[config.mk]
export PLATFORM = sky130hd
export DESIGN_NAME = float_format_converter_unit
export DESIGN_NICKNAME = d
export VERILOG_FILES = /design/src/hw/rtl/ffc_pkg.sv /design/src/hw/rtl/float_format_converter_unit.sv /design/src/hw/rtl/ffc_core.sv
export SDC_FILE = /design/constraint.sdc
export NUM_CORES = 1
export LEC_CHECK = 0
export ABC_AREA = 1
export BUFFER_PORTS_ARGS = -buffer_cell sky130_fd_sc_hd__buf_2
export CORE_UTILIZATION = 61
export DETAILED_ROUTE_END_ITERATION = 8
export HOLD_SLACK_MARGIN = 0.06
export PLACE_DENSITY = 0.83
export SKIP_LAST_GASP = 1
export SYNTH_ARGS = -nofsm -noshare
export SYNTH_HDL_FRONTEND = slang
export SYNTH_HIERARCHICAL = 1
export SYNTH_SLANG_ARGS = --single-unit
[constraint.sdc]
create_clock -name clock -period 4 [get_ports clock]
set_input_delay 0.2 -clock clock [delete_from_list [all_inputs] [get_ports clock]]
set_output_delay 0.2 -clock clock [all_outputs]
set_load 0.005 [all_outputs]
[src/hw/rtl/ffc_pkg.sv]
// Package: direction codes and conversion functions for the float format converter.
package ffc_pkg;

   localparam logic [2:0] FUNC_H2S  = 3'd0;
   localparam logic [2:0] FUNC_S2H  = 3'd1;
   localparam logic [2:0] FUNC_H2BF = 3'd2;
   localparam logic [2:0] FUNC_BF2H = 3'd3;
   localparam logic [2:0] FUNC_S2BF = 3'd4;
   localparam logic [2:0] FUNC_BF2S = 3'd5;

   localparam logic [7:0] REBIAS = 8'd112;  // 127 - 15

   function automatic logic [31:0] half_to_single(input logic [15:0] hv);
      logic        sgn;
      logic [4:0]  ex;
      logic [9:0]  fr;
      logic [3:0]  lz;
      logic [10:0] nf;
      logic [31:0] r;
      sgn = hv[15];
      ex  = hv[14:10];
      fr  = hv[9:0];
      lz  = 4'd0;
      for (int i = 0; i < 10; i++) begin
         if (fr[i]) lz = 4'(10 - i);
      end
      nf = {1'b0, fr} << lz;
      if (ex == 5'd0) begin
         if (fr == 10'd0) r = {sgn, 31'd0};
         else r = {sgn, 8'(REBIAS + 8'd1 - {4'd0, lz}), nf[9:0], 13'd0};
      end else if (ex == 5'h1F) begin
         r = {sgn, 8'hFF, fr, 13'd0};
      end else begin
         r = {sgn, 8'(REBIAS + {3'd0, ex}), fr, 13'd0};
      end
      return r;
   endfunction

   function automatic logic [15:0] single_to_half(input logic [31:0] xv);
      logic        sgn;
      logic [7:0]  bex;
      logic [22:0] fr;
      logic [9:0]  ex;     // signed view: bex - 112
      logic [4:0]  sh;
      logic [23:0] m;
      logic [24:0] mr;
      logic [15:0] r;
      sgn = xv[31];
      bex = xv[30:23];
      fr  = xv[22:0];
      ex  = {2'b00, bex} - 10'd112;
      sh  = 5'(10'd1 - ex);
      m   = {1'b1, fr} >> sh;
      mr  = {1'b0, m} + (m[12] ? 25'h2000 : 25'd0);
      if (bex == 8'hFF && fr != 23'd0) begin
         r = {sgn, 5'h1F, 1'b1, fr[21:13]};
      end else if ($signed(ex) <= 0) begin
         if ($signed(ex) < -10) r = {sgn, 15'd0};
         else r = {sgn, 15'(mr[24:13])};
      end else if ($signed(ex) >= 31) begin
         r = {sgn, 15'h7C00};
      end else begin
         mr = {2'b0, fr} + (fr[12] ? 25'h2000 : 25'd0);
         r = {sgn, 15'({ex[4:0], 10'd0} + {4'd0, mr[23:13]})};
      end
      return r;
   endfunction

   function automatic logic [15:0] single_to_brain(input logic [31:0] xv);
      logic [31:0] s;
      s = xv + 32'h8000;
      if (xv[30:23] == 8'hFF && xv[22:0] != 23'd0) return xv[31:16] | 16'h0040;
      return s[31:16];
   endfunction

endpackage

[src/hw/rtl/float_format_converter_unit.sv]
// Top level: registered binary32/binary16/bfloat16 format converter.
// Converts one value per transaction and accepts one transaction every clock
// cycle. Each value is held in the input register, then makes one pass through the
// conversion logic into the result register. Input is held back only while
// the result register is full and not being taken.
module float_format_converter_unit (
   input  logic        clock,
   input  logic        reset,
   input  logic        req_valid,
   output logic        req_ready,
   input  logic [2:0]  req_func,
   input  logic [31:0] req_operand,
   output logic        rsp_valid,
   input  logic        rsp_ready,
   output logic [31:0] rsp_converted
);
   logic        in_vld_ff, in_vld_in;
   logic [2:0]  func_ff;
   logic [31:0] operand_ff;
   logic        out_vld_ff, out_vld_in;
   logic [31:0] conv_ff;
   logic [31:0] conv;
   logic        out_load;

   ffc_core u_core (.func(func_ff), .operand(operand_ff), .converted(conv));

   assign out_load  = in_vld_ff && (!out_vld_ff || rsp_ready);
   assign req_ready = !in_vld_ff || out_load;
   assign in_vld_in = (req_valid && req_ready) || (in_vld_ff && !out_load);
   assign out_vld_in = out_load || (out_vld_ff && !rsp_ready);

   always_ff @(posedge clock) begin
      if (reset) begin
         in_vld_ff  <= 1'b0;
         out_vld_ff <= 1'b0;
      end else begin
         in_vld_ff  <= in_vld_in;
         out_vld_ff <= out_vld_in;
      end
      if (req_valid && req_ready) begin
         func_ff    <= req_func;
         operand_ff <= req_operand;
      end
      if (out_load) conv_ff <= conv;
   end

   assign rsp_valid     = out_vld_ff;
   assign rsp_converted = conv_ff;
endmodule

[src/hw/rtl/ffc_core.sv]
// Conversion datapath: one direction selected per transaction, pure logic.
module ffc_core (
   input  logic [2:0]  func,
   input  logic [31:0] operand,
   output logic [31:0] converted
);
   always_comb begin
      case (func)
         ffc_pkg::FUNC_H2S:  converted = ffc_pkg::half_to_single(operand[15:0]);
         ffc_pkg::FUNC_S2H:  converted = {16'd0, ffc_pkg::single_to_half(operand)};
         ffc_pkg::FUNC_H2BF:
            converted = {16'd0,
               ffc_pkg::single_to_brain(ffc_pkg::half_to_single(operand[15:0]))};
         ffc_pkg::FUNC_BF2H:
            converted = {16'd0, ffc_pkg::single_to_half({operand[15:0], 16'd0})};
         ffc_pkg::FUNC_S2BF: converted = {16'd0, ffc_pkg::single_to_brain(operand)};
         ffc_pkg::FUNC_BF2S: converted = {operand[15:0], 16'd0};
         default:            converted = 32'd0;
      endcase
   end
endmodule

==> results.cfg, run 1 <==
[synth]
mappedNetlistArea_mm2 = 0.00663
avgSynthCellArea_um2 = 6.84
ys_types = 54
synth_edf_count = 67
syn_inst = 969
ys_async_sr_fraction = 0
synth-seq-cells = 69
yosysWarnings = 6
synth_ff_type = edfxtp_1
yosysSeqAreaShare = 0.310
synth_nets = 1029

[grt]
grt_max_degree = 36
grt_pass1_wl_um = 32700
antenna_found_initial = 0
grt_overflow = 0
grt_pass1_vias = 6628
grt_use_total = 0.376

[placed_design]
place_area_mm2 = 0.00707
port_buffers = 72
post-place-ws_ns = 0.512
dp_hpwl_um = 15300
gp_routability_congestion = 1.04

[hold_path]
whs_path_depth = 3
hold_class = in2reg
hold_end = in_vld_ff
min-delay-start = req_valid

[timing]
max_freq_mhz = 279
slew_headroom = 0.494
hold_slack_ns = 0.0997
fin_skew_ns = 0.00940
worst_slack_ns = 0.417
worstMarginPinSlew_ns = 0.756
rsz0062_at_grt = false
hold_viol = 0
finalCritPeriodShare = 0.896
tns_ns = 0
setup_viol = 0
slew_violations = 0
period_minus_slack_ns = 3.58

[clocking]
post_cts_buffers = 0
cts_hold_buf = 36
clk_pin_slew_ns = 0.07
cts-buffers-inserted = 9
clk_path_buf_depth = 2
clk_latency_ns = 0.35
clock_sinks = 69
htreeDepth = 3
clock-root-buffer = clkbuf_8
tritoncts = done
cts_resized = 0

[floorplan]
die_h_um = 106
start_util = 0.636
die-area_mm2 = 0.0113
die_w_um = 106
core-area_mm2 = 0.0104
pin_count = 73
row_count = 37

[cells_and_area]
multi_input_area_mm2 = 0.00394
fin_nets = 1130
antennaDiodeCount = 0
layout_common_cells = nand2_1 (247), inv_1 (102), nor2_1 (93), nand3_1 (88), buf_2 (72)
finalInstanceArea_mm2 = 0.00757
regArea_mm2 = 0.00205
drive_gt1_frac = 0.160
nFillCells = 922
layout_commonest_cell = nand2_1
syn_to_final_growth_pct = 14.2

[routing]
vias_per_cell = 6.03
wl_met3_um = 2500
dr_wl_met2_um = 8970
wl_met1_um = 8450
wire_per_inst_um = 16.9
dr.pass1.iters = 6
drc_errors = 0
antenna_left = 0
routed_wl_um = 20400
drtIter0Drc = 1072
routed.top_layer = met4
num_vias = 7295

[power]
p_clk_frac = 0.245
switching_share = 0.351
p_comb_frac = 0.291
ir_drop_v = 0.000205
p_per_area_mw_per_mm2 = 253
leakage_nw = 3.43
p_sw_mw = 0.672
seq_power_share = 0.464
power_mw = 1.91
p_int_mw = 1.24

[critical_path]
ff2ff_setup_slack_ns = 0.42
reg2reg_to = rsp_converted[8]
r2r_start = operand_ff[24]
cp.required_ns = 4.11
worstSetupPathType = reg2reg
cp_data_arrival_time_ns = 3.70
end_kind = flip-flop
crit_fanout = 18
start_kind = flip-flop
reg2regPathDepth = 18

[status]
status = finished, final reports clean

[flow_run]
drv_cap = 0
sequential cells by signal, indices dropped and copies added, names as in the netlist:
signal / flops
rsp_converted: 32
in_vld_ff: 1
operand_ff: 32
func_ff: 3
rsp_valid: 1
logic make-up (layout without fill, tap and decap cells):
group                    Yosys count  in the layout  synth area share
XOR/XNOR                          19             19            0.0274
buffers and inverters            152            257            0.0963
AND/OR/NAND/NOR                  529            529             0.371
flip-flops                        69             69             0.310
multiplexers                       1              1           0.00151
adder cells (fa/ha/maj)           21             21            0.0396
AO/OA/AOI/OAI                    178            178             0.154
cell usage after synthesis, types with 3 or more instances:
cell | n | area, um^2
o22ai_1 | 15 | 93.8
o211ai_1 | 8 | 60.1
nand2_4 | 5 | 56.3
clkbuf_1 | 9 | 33.8
buf_2 | 9 | 45.0
o21ai_0 | 64 | 320
a31oi_1 | 10 | 62.6
nand2_2 | 16 | 100
inv_1 | 102 | 383
nand4_1 | 24 | 150
o21ai_1 | 11 | 55.1
nor3_1 | 15 | 75.1
o2111ai_1 | 4 | 35.0
edfxtp_1 | 67 | 2010
ha_1 | 21 | 263
xor2_1 | 15 | 131
a21oi_1 | 48 | 240
nand3_1 | 88 | 440
nor2_1 | 93 | 349
o31ai_1 | 3 | 22.5
nand3_2 | 7 | 70.1
nor2_2 | 13 | 81.3
buf_4 | 3 | 22.5
inv_2 | 20 | 75.1
nor2_4 | 6 | 67.6
nand2_1 | 247 | 927
nor4_1 | 5 | 31.3
buf_6 | 5 | 56.3
per-stage QoR:
| step | util | std cells |
|---|---|---|
| after floorplan | - | 969 |
| after CTS | 0.727 | 1210 |
| after global routing | 0.727 | 1210 |
| after global placement | 0.678 | 1159 |
| after detailed placement | 0.678 | 1159 |
| final | 0.727 | 1210 |
metal layers:
metal  global-route usage  up-vias
met5                    0        -
met2                0.580      518
met3               0.0834       48
met4                0.134        0
li1                     -     3475
met1                0.519     3254
power groups by stage:
stage / sequential [mW] / clock [mW] / combinational, mW
3_5_place_dp: 0.901 / 0 / 0.506
4_1_cts: 0.886 / 0.469 / 0.535
5_1_grt: 0.893 / 0.506 / 0.609
6_report: 0.888 / 0.468 / 0.557
2_1_floorplan: 0.883 / 0 / 0.377
3_3_place_gp: 0.900 / 0 / 0.502
how the worst max path moves through the flow:
stage	start	end	cells past startpoint
after floorplan	operand_ff[24]	rsp_converted[8]	20
after global placement	operand_ff[24]	rsp_converted[8]	18
after detailed placement	operand_ff[24]	rsp_converted[8]	18
after CTS	operand_ff[24]	rsp_converted[8]	18
after global routing	operand_ff[24]	rsp_converted[4]	16
final	operand_ff[24]	rsp_converted[8]	18
area by class of cell:
| class | instances | share of cell area |
|---|---|---|
| well taps | 136 | 0.0225 |
| clock buffers | 10 | 0.0169 |
| flip-flops and latches | 69 | 0.271 |
| repair buffers | 116 | 0.103 |
| multi-input cells | 748 | 0.521 |
| inverters | 126 | 0.0635 |
| clock inverters | 5 | 0.00248 |
critical path, stage by stage (launching register included):
cell,delay (ns)
edfxtp_1,0.56
inv_1,0.31
ha_1,0.58
inv_1,0.19
o21ai_0,0.11
nand3_1,0.08
o2111ai_1,0.10
inv_1,0.08
ha_1,0.16
ha_1,0.17
inv_1,0.04
nor2_1,0.20
nand2_1,0.14
nor2_1,0.15
nand2_1,0.08
o211ai_1,0.17
a21oi_1,0.09
nor2_1,0.10
nand2_1,0.06
No activity file was read; power rests on OpenSTA's default activity.
==> run 2: changes to the inputs <==
--- a/config.mk
+++ b/config.mk
@@ -7,10 +7,12 @@
 export LEC_CHECK = 0
 export ABC_AREA = 1
 export BUFFER_PORTS_ARGS = -buffer_cell sky130_fd_sc_hd__buf_2
-export CORE_UTILIZATION = 61
+export CORE_UTILIZATION = 62
+export CTS_BUF_LIST = sky130_fd_sc_hd__clkbuf_4
 export DETAILED_ROUTE_END_ITERATION = 8
 export HOLD_SLACK_MARGIN = 0.06
-export PLACE_DENSITY = 0.83
+export PLACE_DENSITY = 0.84
+export RECOVER_POWER = 50
 export SKIP_LAST_GASP = 1
 export SYNTH_ARGS = -nofsm -noshare
 export SYNTH_HDL_FRONTEND = slang
==> results.cfg, run 2 (same netlist as run 1, synthesis figures left out) <==
[timing]
period_minus_slack_ns = 3.56
tns_ns = 0
setup_viol = 0
rsz0062_at_grt = false
finalCritPeriodShare = 0.890
worstMarginPinSlew_ns = 1.64
slew_headroom = -0.0947
hold_viol = 0
slew_violations = 33
max_freq_mhz = 281
fin_skew_ns = 0.00952

[power]
ir_drop_v = 0.000187
p_sw_mw = 0.659
p_int_mw = 1.16
p_per_area_mw_per_mm2 = 242
leakage_nw = 3.35
switching_share = 0.363
p_clk_frac = 0.206
p_comb_frac = 0.304
seq_power_share = 0.490

[floorplan]
die_w_um = 105
die_h_um = 105
row_count = 37
pin_count = 73
die-area_mm2 = 0.0111
start_util = 0.642
core-area_mm2 = 0.0103

[clocking]
clk_latency_ns = 0.43
clk_path_buf_depth = 2
clk_pin_slew_ns = 0.11
htreeDepth = 3
tritoncts = done
cts-buffers-inserted = 9
post_cts_buffers = 0
clock-root-buffer = clkbuf_4
clock_sinks = 69

[cells_and_area]
drive_gt1_frac = 0.140
fin_nets = 1131
finish.utilization = 0.727
syn_to_final_growth_pct = 13.2
finalInstanceArea_mm2 = 0.00751
layout_common_cells = nand2_1 (247), inv_1 (103), nor2_1 (93), nand3_1 (88), edfxtp_1 (67)
fin_cells = 1212
layout_commonest_cell = nand2_1

[grt]
met2_usage = 0.578
antenna_found_initial = 1
grt_max_degree = 36
grt_pass1_vias = 6644
grt_use_met3 = 0.0841
grt_pass1_wl_um = 33100
grt-busiest-layer = met2
grt_use_total = 0.386
use_met1 = 0.526
grt_overflow = 0

[critical_path]
cp.required_ns = 4.20
crit_fanout = 18
ff2ff_setup_slack_ns = 0.44
r2r_start = operand_ff[24]
cp_data_arrival_time_ns = 3.76
start_kind = flip-flop
cp.buffers_inverters = 4
crit_top_cell = inv_1
critPathSlowestCell = ha_1
reg2regPathDepth = 18
cp_top_family = adder cells
reg2reg_to = rsp_converted[8]
cpPeakStageDelay_ns = 0.59
startpoint = operand_ff[24]
end_kind = flip-flop
path_cells = inv_1 > ha_1 > inv_1 > o21ai_0 > nand3_1 > o2111ai_1 > inv_1 > ha_1 > ha_1 > inv_1 > nor2_1 > nand2_1 > nor2_1 > nand2_1 > o211ai_1 > a21oi_1 > nor2_1 > nand2_1
worstSetupPathType = reg2reg

[status]
violations = max-capacitance violations, max-slew violations
status = complete, but fails checks

[hold_path]
hold_class = in2reg
whs_path_depth = 4
hold_end = operand_ff[6]
min-delay-start = req_valid

[routing]
vias_per_cell = 6.06
drtIter0Drc = 874
drc_errors = 0
routed_wl_um = 20700
num_vias = 7346
dr.pass1.iters = 6
wire_per_inst_um = 17.1
antenna_left = 0

[placed_design]
place_area_mm2 = 0.00706
port_buffers = 72
gp_routability_congestion = 1.02
dp_hpwl_um = 15600
placed_cells = 1158

[flow_run]
drv_cap = 1
## run 2: changes by cell type in the layout (fill, tap and decap cells not counted), moves of 2 or more
cell / delta
clkinv_1: -2
buf_4: -2
clkbuf_1: +20
buf_2: -21
clkbuf_4: +11
clkbuf_8: -9
dlygate4sd3_1: +2
## run 2: worst max-delay path by stage
stage                       endpoint  slack [ns]  cells after the start
floorplan           rsp_converted[8]        0.97                     20
global placement    rsp_converted[8]        0.60                     18
detailed placement  rsp_converted[8]        0.52                     18
CTS                 rsp_converted[8]        0.49                     18
global route        rsp_converted[8]        0.07                     18
finish              rsp_converted[8]        0.44                     18
## run 2: worst register-to-register path, stage by stage, from the launching register on
cell       delay [ns]
edfxtp_1         0.58
inv_1            0.30
ha_1             0.59
inv_1            0.19
o21ai_0          0.11
nand3_1          0.07
o2111ai_1        0.09
inv_1            0.08
ha_1             0.16
ha_1             0.17
inv_1            0.05
nor2_1           0.19
nand2_1          0.14
nor2_1           0.14
nand2_1          0.08
o211ai_1         0.16
a21oi_1          0.08
nor2_1           0.09
nand2_1          0.07
## run 2: per-stage QoR
step           hold WS (ns)  worst slack, ns  power [mW]
2_1_floorplan         0.262            0.969        1.26
3_3_place_gp          0.375            0.597        1.41
3_5_place_dp          0.378            0.522        1.41
4_1_cts               0.420            0.495        1.80
5_1_grt               0.448           0.0721        1.91
6_report              0.430            0.439        1.82
## run 2: repair_timing
action	CTS	global route
hold buffers	38	0
endpoints found under the hold margin	37	0
resized for setup	0	0
## run 2: power by group through the flow
| stage | registers [mW] | clock network (mW) | logic, mW |
|---|---|---|---|
| after floorplan | 0.883 | 0 | 0.377 |
| after global placement | 0.903 | 0 | 0.505 |
| after detailed placement | 0.904 | 0 | 0.504 |
| after CTS | 0.887 | 0.376 | 0.535 |
| after global routing | 0.895 | 0.406 | 0.605 |
| final | 0.890 | 0.375 | 0.553 |
## run 2: cell type report
type                    count  area, um^2
flip-flops and latches     69        2050
inverters                 126         480
multi-input cells         748        3940
clock inverters             4        16.3
clock buffers              11        82.6
well taps                 136         170
fillers                   877        2820
diodes                      1        2.50
repair buffers            117         763
## run 2: routing by layer
metal,vias up,share of wire
li1,3487,-
met1,3252,0.40
met2,524,0.42
met3,83,0.14
met4,0,0.041
met5,-,0
